<file path="config.mk">
export PLATFORM = sky130hd
export DESIGN_NAME = tilt_fir_led_level_flat
export DESIGN_NICKNAME = d
export VERILOG_FILES = /design/src/tfl_pkg.sv /design/src/tfl_ifs.sv /design/src/tfl_level.sv /design/src/tilt_fir_led_level.sv /design/src/flat_wrapper.sv
export SDC_FILE = /design/constraint.sdc
export NUM_CORES = 2
export LEC_CHECK = 0
export BUFFER_PORTS_ARGS = -buffer_cell sky130_fd_sc_hd__buf_2
export CAP_MARGIN = 0
export CORE_MARGIN = 4
export CORE_UTILIZATION = 50
export DETAILED_ROUTE_END_ITERATION = 16
export PLACE_DENSITY = 0.74
export SETUP_SLACK_MARGIN = 0.5
export SYNTH_ARGS = -nofsm -noshare
export SYNTH_HDL_FRONTEND = slang
export SYNTH_SLANG_ARGS = --single-unit
</file>
<file path="constraint.sdc">
create_clock -name clk -period 8.78 [get_ports clk]
set_input_delay 1.756 -clock clk [delete_from_list [all_inputs] [get_ports clk]]
set_output_delay 1.756 -clock clk [all_outputs]
set_load 0.01 [all_outputs]
</file>
<file path="src/tfl_pkg.sv">
// shared types and constants of the tilt filter led level block
package tfl_pkg;

  localparam int TAPS_DEF   = 25;
  localparam int ANGLE_W    = 14;
  localparam int COEF_W     = 16;
  localparam int CIDX_W     = 5;
  localparam int GOAL_W     = 13;
  localparam int LEVEL_W    = 5;
  localparam int CFG_IDX_W  = 1;
  localparam int CFG_DATA_W = GOAL_W;

  // product of one sample and one coefficient
  localparam int PROD_W     = ANGLE_W + COEF_W;
  localparam int FRAC_W     = 15;
  localparam int FILT_MAX   = 32767;
  localparam int FILT_MIN   = -32768;
  // magnitude of the filtered value and the error against the goal
  localparam int ERR_W      = 17;

  // level = min(err / 360, 30); 360 = 8 * 45, the 45 by reciprocal
  localparam int LEVEL_DIV   = 360;
  localparam int LEVEL_MAX   = 30;
  localparam int LEVEL_CAP   = LEVEL_DIV * LEVEL_MAX;
  localparam int CAP_W       = 14;
  localparam int DIV_SHIFT   = 3;
  localparam int RECIP_SHIFT = 16;
  localparam int RECIP       = ((1 << RECIP_SHIFT) + (LEVEL_DIV >> DIV_SHIFT) - 1)
                               / (LEVEL_DIV >> DIV_SHIFT);
  localparam int Y_W         = CAP_W - DIV_SHIFT;
  localparam int RPROD_W     = Y_W + 11;

  typedef enum logic [0:0] {
    OP_SAMPLE = 1'b0,
    OP_COEF   = 1'b1
  } op_t;

  typedef enum logic [CFG_IDX_W-1:0] {
    REG_ROLL_GOAL  = 1'b0,
    REG_PITCH_GOAL = 1'b1
  } cfg_reg_t;

endpackage

</file>
<file path="src/tfl_ifs.sv">
// handshake channels of the tilt filter led level block
interface tfl_in_if;
  logic                                valid;
  logic                                ready;
  tfl_pkg::op_t                        op;
  logic signed [tfl_pkg::ANGLE_W-1:0]  roll_angle;
  logic signed [tfl_pkg::ANGLE_W-1:0]  pitch_angle;
  logic [tfl_pkg::CIDX_W-1:0]          coef_index;
  logic signed [tfl_pkg::COEF_W-1:0]   coef_value;

  modport source (output valid, op, roll_angle, pitch_angle, coef_index, coef_value,
                  input ready);
  modport sink (input valid, op, roll_angle, pitch_angle, coef_index, coef_value,
                output ready);
endinterface

interface tfl_out_if;
  logic                          valid;
  logic                          ready;
  logic [tfl_pkg::LEVEL_W-1:0]   roll_level;
  logic [tfl_pkg::LEVEL_W-1:0]   pitch_level;

  modport source (output valid, roll_level, pitch_level, input ready);
  modport sink (input valid, roll_level, pitch_level, output ready);
endinterface

interface tfl_cfg_if;
  logic                             valid;
  logic                             ready;
  logic [tfl_pkg::CFG_IDX_W-1:0]    index;
  logic [tfl_pkg::CFG_DATA_W-1:0]   data;

  modport source (output valid, index, data, input ready);
  modport sink (input valid, index, data, output ready);
endinterface

</file>
<file path="src/tfl_level.sv">
// error magnitude to led level: floor divide by 360, capped at 30
module tfl_level (
  input  logic [tfl_pkg::ERR_W-1:0]   err,
  output logic [tfl_pkg::LEVEL_W-1:0] level
);
  import tfl_pkg::*;

  logic [Y_W-1:0]     y;
  logic [RPROD_W-1:0] q;

  // below the cap err fits CAP_W bits; drop the factor of 8 first
  assign y = err[CAP_W-1:DIV_SHIFT];
  assign q = RPROD_W'(y) * RPROD_W'(RECIP);

  always_comb begin
    if (err >= ERR_W'(LEVEL_CAP)) begin
      level = LEVEL_W'(LEVEL_MAX);
    end else begin
      level = q[RECIP_SHIFT+LEVEL_W-1:RECIP_SHIFT];
    end
  end

endmodule

</file>
<file path="src/tilt_fir_led_level.sv">
// Tilt to led level: each sample item (roll, pitch) is written into a shared history
// memory, then both channels run through one FIR whose taps live in a coefficient
// memory. A single 14x16 multiplier serves both channels, so a sample item runs a
// multiply-accumulate for each tap and channel, then read latency, drain, clamp, error
// and level steps. A coefficient item gives no result and leaves the block idle. The
// input is taken only between items; a finished result waits in the output register
// while the next item is accepted. Memory entries never written read as zero through
// per-entry valid bits, so no clearing pass is needed.
module tilt_fir_led_level #(
  parameter int TAPS = tfl_pkg::TAPS_DEF
) (
  input logic clk,
  input logic rst,
  tfl_in_if.sink    samples,
  tfl_out_if.source levels,
  tfl_cfg_if.sink   cfg
);
  import tfl_pkg::*;

  localparam int AW    = (TAPS > 1) ? $clog2(TAPS) : 1;
  localparam int SW    = $clog2(2 * TAPS);
  localparam int ACC_W = PROD_W + $clog2(TAPS) + 2;
  localparam int HW    = 2 * ANGLE_W;

  typedef enum logic [2:0] {
    ST_IDLE,
    ST_RUN,
    ST_DRAIN,
    ST_ERR,
    ST_OUT
  } state_t;

  state_t state;

  // history holds {pitch, roll} per slot
  logic [HW-1:0]     hist_mem [TAPS];
  logic [COEF_W-1:0] coef_mem [TAPS];
  logic [TAPS-1:0]   hist_vld;
  logic [TAPS-1:0]   coef_vld;
  logic [HW-1:0]     hist_rd;
  logic              hist_rd_vld;
  logic [COEF_W-1:0] coef_rd;
  logic              coef_rd_vld;

  logic [AW-1:0] wslot;
  logic [AW-1:0] wslot_next;
  logic [AW-1:0] rp;
  logic [AW-1:0] ck;
  logic [SW-1:0] j;

  logic p1, p2, chan1, chan2;
  logic signed [PROD_W-1:0] prod;
  logic signed [ACC_W-1:0]  acc_roll, acc_pitch;
  logic [ERR_W-1:0]         mag_roll, mag_pitch;
  logic [ERR_W-1:0]         err_roll, err_pitch;
  logic [LEVEL_W-1:0]       lvl_roll, lvl_pitch;
  logic [GOAL_W-1:0]        roll_goal, pitch_goal;
  logic                     out_vld;
  logic [LEVEL_W-1:0]       out_roll, out_pitch;

  logic                      in_acc;
  logic [6:0]                cidx_ext;
  logic signed [ANGLE_W-1:0] smp;
  logic signed [COEF_W-1:0]  cf;

  function automatic logic [ERR_W-1:0] sat_mag(input logic signed [ACC_W-1:0] a);
    logic signed [ACC_W-1:0] q;
    logic signed [ACC_W-1:0] s;
    q = a >>> FRAC_W;
    if (q > ACC_W'(FILT_MAX)) begin
      s = ACC_W'(FILT_MAX);
    end else if (q < ACC_W'(FILT_MIN)) begin
      s = ACC_W'(FILT_MIN);
    end else begin
      s = q;
    end
    if (s < 0) begin
      s = -s;
    end
    return s[ERR_W-1:0];
  endfunction

  function automatic logic [ERR_W-1:0] abs_err(input logic [ERR_W-1:0] m,
                                               input logic [GOAL_W-1:0] g);
    logic signed [ERR_W:0] d;
    d = signed'({1'b0, m}) - signed'((ERR_W + 1)'(g));
    if (d < 0) begin
      d = -d;
    end
    return d[ERR_W-1:0];
  endfunction

  assign in_acc     = samples.valid && samples.ready;
  assign cidx_ext   = 7'(samples.coef_index);
  assign wslot_next = (wslot == AW'(TAPS - 1)) ? '0 : wslot + 1'b1;

  assign samples.ready = (state == ST_IDLE);
  assign cfg.ready     = 1'b1;
  assign levels.valid       = out_vld;
  assign levels.roll_level  = out_roll;
  assign levels.pitch_level = out_pitch;

  // goal registers
  always_ff @(posedge clk) begin
    if (rst) begin
      roll_goal  <= '0;
      pitch_goal <= '0;
    end else if (cfg.valid && cfg.ready) begin
      unique case (cfg_reg_t'(cfg.index))
        REG_ROLL_GOAL:  roll_goal  <= cfg.data;
        REG_PITCH_GOAL: pitch_goal <= cfg.data;
      endcase
    end
  end

  // valid bits stand in for the all-zero reset of both memories
  always_ff @(posedge clk) begin
    if (rst) begin
      hist_vld <= '0;
      coef_vld <= '0;
    end else if (in_acc) begin
      if (samples.op == OP_SAMPLE) begin
        hist_vld[wslot] <= 1'b1;
      end else if (cidx_ext < 7'(TAPS)) begin
        coef_vld[cidx_ext[AW-1:0]] <= 1'b1;
      end
    end
  end

  // reads start the cycle after the write, so the new sample is always seen
  always_ff @(posedge clk) begin
    if (in_acc && samples.op == OP_SAMPLE) begin
      hist_mem[wslot] <= {samples.pitch_angle, samples.roll_angle};
    end
    hist_rd     <= hist_mem[rp];
    hist_rd_vld <= hist_vld[rp];
  end

  always_ff @(posedge clk) begin
    if (in_acc && samples.op == OP_COEF && cidx_ext < 7'(TAPS)) begin
      coef_mem[cidx_ext[AW-1:0]] <= samples.coef_value;
    end
    coef_rd     <= coef_mem[ck];
    coef_rd_vld <= coef_vld[ck];
  end

  assign smp = !hist_rd_vld ? '0 :
               chan1 ? signed'(hist_rd[HW-1:ANGLE_W]) : signed'(hist_rd[ANGLE_W-1:0]);
  assign cf  = coef_rd_vld ? signed'(coef_rd) : '0;

  tfl_level u_lvl_roll (
    .err   (err_roll),
    .level (lvl_roll)
  );

  tfl_level u_lvl_pitch (
    .err   (err_pitch),
    .level (lvl_pitch)
  );

  always_ff @(posedge clk) begin
    if (rst) begin
      state   <= ST_IDLE;
      wslot   <= '0;
      p1      <= 1'b0;
      p2      <= 1'b0;
      out_vld <= 1'b0;
    end else begin
      p1    <= (state == ST_RUN);
      p2    <= p1;
      chan1 <= j[0];
      chan2 <= chan1;
      if (p1) begin
        prod <= PROD_W'(smp) * PROD_W'(cf);
      end
      if (p2) begin
        if (chan2) begin
          acc_pitch <= acc_pitch + ACC_W'(prod);
        end else begin
          acc_roll <= acc_roll + ACC_W'(prod);
        end
      end
      // the output state reloads the register itself
      if (levels.ready && state != ST_OUT) begin
        out_vld <= 1'b0;
      end
      unique case (state)
        ST_IDLE: begin
          if (in_acc && samples.op == OP_SAMPLE) begin
            wslot     <= wslot_next;
            rp        <= wslot_next;
            ck        <= '0;
            j         <= '0;
            acc_roll  <= '0;
            acc_pitch <= '0;
            state     <= ST_RUN;
          end
        end
        ST_RUN: begin
          j <= j + 1'b1;
          // even step roll, odd step pitch, then on to the next tap
          if (j[0]) begin
            rp <= (rp == AW'(TAPS - 1)) ? '0 : rp + 1'b1;
            ck <= ck + 1'b1;
          end
          if (j == SW'(2 * TAPS - 1)) begin
            state <= ST_DRAIN;
          end
        end
        ST_DRAIN: begin
          if (!p1 && !p2) begin
            mag_roll  <= sat_mag(acc_roll);
            mag_pitch <= sat_mag(acc_pitch);
            state     <= ST_ERR;
          end
        end
        ST_ERR: begin
          err_roll  <= abs_err(mag_roll, roll_goal);
          err_pitch <= abs_err(mag_pitch, pitch_goal);
          state     <= ST_OUT;
        end
        ST_OUT: begin
          if (!out_vld || levels.ready) begin
            out_vld   <= 1'b1;
            out_roll  <= lvl_roll;
            out_pitch <= lvl_pitch;
            state     <= ST_IDLE;
          end
        end
        default: state <= ST_IDLE;
      endcase
    end
  end

  a_tap_range: assert property (@(posedge clk) disable iff (rst)
    (state == ST_RUN) |-> (7'(ck) < 7'(TAPS)))
    else $error("coefficient address out of range");

  a_start_at_new_slot: assert property (@(posedge clk) disable iff (rst)
    (in_acc && samples.op == OP_SAMPLE) |=> (state == ST_RUN && j == '0 && rp == wslot))
    else $error("filter pass does not start at the oldest sample");

  a_single_result: assert property (@(posedge clk) disable iff (rst)
    (levels.valid && levels.ready && state != ST_OUT) |=> !levels.valid)
    else $error("result shown twice");

  a_no_mac_outside_run: assert property (@(posedge clk) disable iff (rst)
    (state == ST_IDLE || state == ST_ERR || state == ST_OUT) |-> (!p1 && !p2))
    else $error("accumulation still in flight after the drain");

endmodule

</file>
<file path="src/flat_wrapper.sv">
// flat-port wrapper written by rule: the top's interface ports become plain ports
module tilt_fir_led_level_flat import tfl_pkg::*;
#(
  parameter int TAPS = tfl_pkg::TAPS_DEF
)
  (clk, rst, samples_valid, samples_op, samples_roll_angle, samples_pitch_angle, samples_coef_index, samples_coef_value, samples_ready, levels_valid, levels_roll_level, levels_pitch_level, levels_ready, cfg_valid, cfg_index, cfg_data, cfg_ready);
  tfl_in_if samples_i ();
  tfl_out_if levels_i ();
  tfl_cfg_if cfg_i ();
  input logic clk;
  input logic rst;
  input wire logic [$bits(samples_i.valid)-1:0] samples_valid;
  input wire logic [$bits(samples_i.op)-1:0] samples_op;
  input wire logic [$bits(samples_i.roll_angle)-1:0] samples_roll_angle;
  input wire logic [$bits(samples_i.pitch_angle)-1:0] samples_pitch_angle;
  input wire logic [$bits(samples_i.coef_index)-1:0] samples_coef_index;
  input wire logic [$bits(samples_i.coef_value)-1:0] samples_coef_value;
  output wire logic [$bits(samples_i.ready)-1:0] samples_ready;
  output wire logic [$bits(levels_i.valid)-1:0] levels_valid;
  output wire logic [$bits(levels_i.roll_level)-1:0] levels_roll_level;
  output wire logic [$bits(levels_i.pitch_level)-1:0] levels_pitch_level;
  input wire logic [$bits(levels_i.ready)-1:0] levels_ready;
  input wire logic [$bits(cfg_i.valid)-1:0] cfg_valid;
  input wire logic [$bits(cfg_i.index)-1:0] cfg_index;
  input wire logic [$bits(cfg_i.data)-1:0] cfg_data;
  output wire logic [$bits(cfg_i.ready)-1:0] cfg_ready;
  assign samples_i.valid = samples_valid;
  assign samples_i.op = samples_op;
  assign samples_i.roll_angle = samples_roll_angle;
  assign samples_i.pitch_angle = samples_pitch_angle;
  assign samples_i.coef_index = samples_coef_index;
  assign samples_i.coef_value = samples_coef_value;
  assign samples_ready = samples_i.ready;
  assign levels_valid = levels_i.valid;
  assign levels_roll_level = levels_i.roll_level;
  assign levels_pitch_level = levels_i.pitch_level;
  assign levels_i.ready = levels_ready;
  assign cfg_i.valid = cfg_valid;
  assign cfg_i.index = cfg_index;
  assign cfg_i.data = cfg_data;
  assign cfg_ready = cfg_i.ready;
  tilt_fir_led_level #(.TAPS(TAPS)) u_core (.clk(clk), .rst(rst), .samples(samples_i), .levels(levels_i), .cfg(cfg_i));
endmodule
</file>
Word level (Yosys, flattened, before mapping)
Memories as Yosys holds them, arrays and structs flattened. A register that Yosys moved wholly into a read port is not among the register bits.
Cells that the tools add are included.
{"block": "totals", "regBits": 289, "input_bits": 69, "elab_cells": 158, "mem_count": 2, "output_inout_bits": 13, "mem_bits_rw": 1100}
{"block": "classes", "reduce_logical": 26, "n_addsub": 12, "muxes": 55, "bitwise_logic": 5, "mul": 3, "eq_ne": 13, "n_lt_le_gt_ge": 17}
{"name": "u_core.hist_mem", "words": 25, "width": 28, "read_ports": 1, "rd_ports_with_merged_regs": 1, "wr": 1, "line_no": "tilt_fir_led_level.sv:36", "text": "logic [HW-1:0] hist_mem [TAPS];"}
{"name": "u_core.coef_mem", "words": 25, "width": 16, "read_ports": 1, "rd_ports_with_merged_regs": 1, "wr": 1, "line_no": "tilt_fir_led_level.sv:37", "text": "logic [COEF_W-1:0] coef_mem [TAPS];"}
{"operator": "2-to-1 mux 37 bit", "n": 18}
{"operator": "adder 37 x 30 -> 37 bit", "n": 2}
{"operator": "less-than comparator 37 x 1 -> 1 bit (second input constant)", "n": 2}
{"operator": "2-to-1 mux 17 bit", "n": 4}
{"operator": "negator 17 bit", "n": 4}
{"operator": "OR 25 bit", "n": 2}
{"operator": "> comparator 22 x 16 -> 1 bit (second input constant)", "n": 2}
{"operator": "less-than comparator 22 x 16 -> 1 bit (second input constant)", "n": 2}
{"operator": "multiplier 11 x 11 -> 21 bit (second input constant)", "n": 2}
{"operator": "less-than comparator 18 x 1 -> 1 bit (second input constant)", "n": 2}
{"operator": "subtractor 17 x 13 -> 18 bit", "n": 2}
{"operator": ">= comparator 17 x 14 -> 1 bit (second input constant)", "n": 2}
{"operator": "multiplier 14 x 16 -> 30 bit", "n": 1}
{"operator": "2-to-1 mux 5 bit", "n": 6}
{"operator": "2-to-1 mux 14 bit", "n": 2}
{"operator": "less-than comparator 5 x 6 -> 1 bit (second input constant)", "n": 4}
{"operator": "case mux 5 bit (2 select lines)", "n": 2}
{"operator": "2-to-1 mux 16 bit", "n": 1}
{"operator": "adder 5 x 1 -> 5 bit (second input constant)", "n": 3}
{"operator": "case mux 3 bit (5 select lines)", "n": 1}
{"operator": "2-to-1 mux 3 bit", "n": 4}
{"operator": "case mux 6 bit (2 select lines)", "n": 1}
{"operator": "AND reduction 2 bit", "n": 6}
{"operator": "AND reduction 3 bit", "n": 4}
{"operator": "22 further kinds", "n": 52}

Depth between registers and ports, before layout
{"block": "logic_depth", "depth_word": 8, "depth_mapped": 28, "depth_no_buf": 26}

Hierarchy
A second synthesis with hierarchy kept.
{"block": "unflattened", "cells_unflattened": 4984, "area_unflattened_um2": 72361.9}
{"module": "tilt_fir_led_level", "cells_per_inst": 4588, "instances": 1, "area_each_um2": 68587.0}
{"module": "tfl_level (u_core.u_lvl_roll)", "cells_per_inst": 206, "instances": 1, "area_each_um2": 1923.1}
{"module": "tfl_level (u_core.u_lvl_pitch)", "cells_per_inst": 190, "instances": 1, "area_each_um2": 1851.8}

Least setup slack after synthesis
OpenSTA, ideal clock, no wires.
{"block": "synth_timing", "path_kind": "register -> register", "from": "register u_core.chan1", "to": "register u_core.prod[22] (data pin)", "setup_time_ps": 259, "n_path_buf": 2, "slack_ps": 1575, "stages_incl_launch_ff": 27, "required_ps": 8521, "t_arrival_ps": 6946, "period_less_slack_ps": 7205, "path_cell_list": "edfxtp_1 buf_1 mux2_2 nand2_1 clkbuf_1 nor2_1 fa_1 inv_1 fa_1 inv_1 fa_1 inv_1 fa_1 inv_1 fa_1 inv_1 fa_1 inv_1 ha_1 or3_1 a2111oi_0 o211ai_1 a31o_2 a21o_1 a21o_1 a21oi_1 xnor2_1"}
{"block": "synth_via", "elab_chain_len": 3}
{"element": "from (decl)", "line_no": "tilt_fir_led_level.sv:51", "text": "logic p1, p2, chan1, chan2;"}
{"element": "from (signal assigned)", "line_no": "tilt_fir_led_level.sv:171", "text": "chan1 <= j[0];"}
{"element": "2-to-1 mux 14 bit", "line_no": "tilt_fir_led_level.sv:148", "text": "chan1 ? signed'(hist_rd[HW-1:ANGLE_W]) : signed'(hist_rd[ANGLE_W-1:0]);"}
{"element": "2-to-1 mux 14 bit", "line_no": "tilt_fir_led_level.sv:147", "text": "assign smp = !hist_rd_vld ? '0 :"}
{"element": "multiplier 14 x 16 -> 30 bit", "line_no": "tilt_fir_led_level.sv:174", "text": "prod <= PROD_W'(smp) * PROD_W'(cf);"}
{"element": "to (signal assigned)", "line_no": "tilt_fir_led_level.sv:174"}
{"element": "to (decl)", "line_no": "tilt_fir_led_level.sv:52", "text": "logic signed [PROD_W-1:0] prod;"}
No other way between the ends.
A chain may end at the register's enable or synchronous reset.

Final worst setup path
Ends and elaborated chain as after synthesis.

==> flow_summary.toml <==
[power_and_ir_drop]
power.share.clock = 0.360
power.switching_mw = 4.56
swShare = 0.268
powerDensity_nw_per_um2 = 213
power_frac_seq = 0.462
internal-power_mw = 12.5
vdd_drop_max_uv = 218
pwr-share-comb = 0.178
p_leak_nw = 29.1

[drt]
drt_iter0_drc = 4364
first_pass_iters = 6
drtAntennaViolNets = 0
vias_per_cell = 5.85
wl_per_cell_um = 22.9
wl_um = 164000
drc = 0
num_vias = 41900

[cells_and_area]
area_delta_synth_final_pct = 10.8
layout.nets = 5781
drive_gt1_frac = 0.165
final_core_util = 0.558
final_common_cell = "edfxtp_1"
layout_common_cells = "edfxtp_1 (1300), inv_1 (425), nand2_1 (403)"
layout.cells.non_filler = 7158

[place]
dp_slack_ps = 1150
io_buffers = 80
place_hpwl_um = 102000
placed_cells = 6887
gp_congestion = 0.898

[run]
maxCapViolations = 0

[critical_path]
rr_worst_depth = 24
critPathLaunchType = "register"
crit_family = "adder cells"
crit_end = "u_core.prod[22]$_DFFE_PP_"
cp_slowest_cell = "edfxtp_1"
critPathLaunch = "u_core.chan1$_DFFE_PN_"
crit_cells = 24
required_ps = 9250
cp_num_buf_inv = 6
worstPathCellList = "mux2_2, nand2_1, nor2_1, fa_1, inv_1, fa_1, inv_1, fa_1, inv_1, fa_1, inv_1, fa_1, inv_1, fa_1, inv_1, ha_1, or3_1, a2111oi_0, o211ai_1, a31o_2, a21o_1, a21o_1, a21oi_1, xnor2_1"
path_max_fanout = 15
worstPathArrival_ps = 8330
cp-end-kind = "register"
path_class = "register to register"
rr_endpoint = "u_core.prod[22]$_DFFE_PP_"
r2r_start = "u_core.chan1$_DFFE_PN_"
slowest_delay_ps = 750
rrSetupSlack_ps = 920

[timing]
fmax_ghz = 0.127
slew_headroom = 0.324
timing.final.crit_share = 0.895
layout_setup_ws_ps = 918
final-setup-viol-count = 0
hold_viol_final = 0
tns_ps = 0
rsz0062_at_grt = "false"
worstMarginPinSlew_ps = 1010
finClkSkew_ps = 61.2
final.min_clock_period_ps = 7860
slew_viol_final = 0

[grt]
grtUsageTotal = 0.218
grt_start_max_net_pins = 112
grt_pass1_vias = 42100
gr-total-overflow = 0
antenna_found_initial = 15
grt_pass1_wl_um = 253000

[clock_network]
cts_buffers = 145
post_cts_buffers = 0
cts_hold_buf = 0
h-tree-depth = 4
clk_pin_slew_ps = 60
cts_tree = "yes"
cts.sinks = 1433
cts_resized = 0
clk_path_buf_depth = 3
clk_latency_ps = 780
root_buffer = "clkbuf_16"

[hold_path]
worstHoldPathType = "register to register"

[yosys]
synth-edff-count = 1300
synth_area_um2 = 72200
synthFlopType = "edfxtp_1"
syn_avg_cell_area_um2 = 14.4
netlist_instances = 5003
syn-num-nets = 5653
synth_seq_cells = 1433
synthArstFlopShare = 0
synth.distinct_cells = 85
yosysWarnings = 0
yosysSeqAreaShare = 0.578

[die]
die_y_um = 388
io_pins = 82
die_area_um2 = 151000
core_um2 = 143000
dieWidth_um = 388
row_count = 139
start_util = 0.503

[status]
status = "finished, final reports clean"
## cells in the mapped netlist, types with 19 or more instances
library cell     n  area [µm²]
edfxtp_1      1300       39000
inv_1          426        1600
nor2_1         424        1590
nand2_1        403        1510
mux4_2         322        7250
ha_1           304        3800
fa_1           277        5550
a21oi_1        217        1090
o21ai_0        145         726
clkbuf_1       144         541
dfxtp_1        133        2660
xnor2_1        120        1050
nand3_1         80         400
mux2_2          74         833
a21o_1          53         398
nor3_1          53         265
mux2i_1         45         450
xor2_1          44         385
and2_1          30         188
nor2b_1         29         181
o21a_1          29         218
buf_1           27         101
or3_1           26         163
a31oi_1         22         138
and3_1          20         125
nand2b_1        20         125
o21bai_1        19         143
## registers in the layout, indices dropped and copies added (netlist names), 25 cells and up
signal	flops
u_core.acc_pitch	37
u_core.coef_vld	25
u_core.prod	30
u_core.acc_roll	37
u_core.hist_vld	25
u_core.coef_mem	400
u_core.hist_rd	28
u_core.hist_mem	700
## power groups by stage
stage	Sequential (mW)	Combinational, mW	Clock (mW)
CTS	7.87	3.06	6.22
detailed placement	8.01	3.03	0
floorplan	7.93	2.29	0
global route	7.88	3.40	6.53
global placement	8.00	2.96	0
finish	7.87	3.04	6.13
## cell families (layout without fill, tap and decap cells)
group / count (synthesis) / in the layout / share of synthesized area
xor gates and xnor gates: 164 / 164 / 0.0199
and+or+nand+nor: 1175 / 1175 / 0.0722
adders and majority gates: 581 / 581 / 0.129
buffers and inverters: 616 / 862 / 0.0323
muxes: 441 / 441 / 0.118
DFF: 1433 / 1433 / 0.578
AOI/OAI and AO/OA: 592 / 592 / 0.0504
other: 1 / 7 / 0.0000519
## worst min path at each step
stage | start | end | slack (ps) | cells after the start
2_1_floorplan | u_core.coef_vld[14]$_SDFFE_PP0P_ | u_core.coef_vld[14]$_SDFFE_PP0P_ | 430 | 2
3_3_place_gp | u_core.hist_vld[10]$_SDFFE_PP0P_ | u_core.hist_vld[10]$_SDFFE_PP0P_ | 440 | 1
3_5_place_dp | u_core.pitch_goal[10]$_SDFFE_PP0P_ | u_core.pitch_goal[10]$_SDFFE_PP0P_ | 450 | 2
4_1_cts | u_core.roll_goal[3]$_SDFFE_PP0P_ | u_core.roll_goal[3]$_SDFFE_PP0P_ | 460 | 2
5_1_grt | u_core.roll_goal[1]$_SDFFE_PP0P_ | u_core.roll_goal[1]$_SDFFE_PP0P_ | 470 | 2
6_report | u_core.roll_goal[9]$_SDFFE_PP0P_ | u_core.roll_goal[9]$_SDFFE_PP0P_ | 460 | 2
## per-layer routing
metal | routed length, µm | up-vias | global-route usage
met3 | 13400 | 293 | 0.0430
met1 | 66700 | 21200 | 0.302
met2 | 79600 | 1698 | 0.354
li1 | - | 18700 | -
met5 | 106 | - | 0
met4 | 4160 | 16 | 0.0613
## cell type report
type                            instances  area, µm²
Multi-Input combinational cell       2954      28500
Sequential cell                      1433      41700
Tap cell                             1903       2380
Clock buffer                          194       3950
Antenna cell                            6       15.0
Timing Repair Buffer                  168       1090
Inverter                              429       1610
Fill cell                           11000      63500
Clock inverter                         71        777
## worst register-to-register path: cells and delay by family (launching register included)
| family | cells | cell delay (ps) |
|---|---|---|
| adder cells (fa/ha/maj) | 7 | 3180 |
| AO/OA/AOI/OAI | 6 | 1830 |
| AND/OR/NAND/NOR | 3 | 990 |
| flip-flops | 1 | 750 |
| multiplexers | 1 | 460 |
| buffers and inverters | 6 | 290 |
| XOR/XNOR | 1 | 80 |
## stage by stage
stage                     instance area, µm²  total power [mW]  hold WS, ps
after global routing                   80000              17.8          474
after detailed placement               75300              11.0          450
final                                  80000              17.0          458
after floorplan                        72200              10.2          435
after CTS                              80000              17.1          458
after global placement                 75300              11.0          441
(Power assumes the default switching activity.)
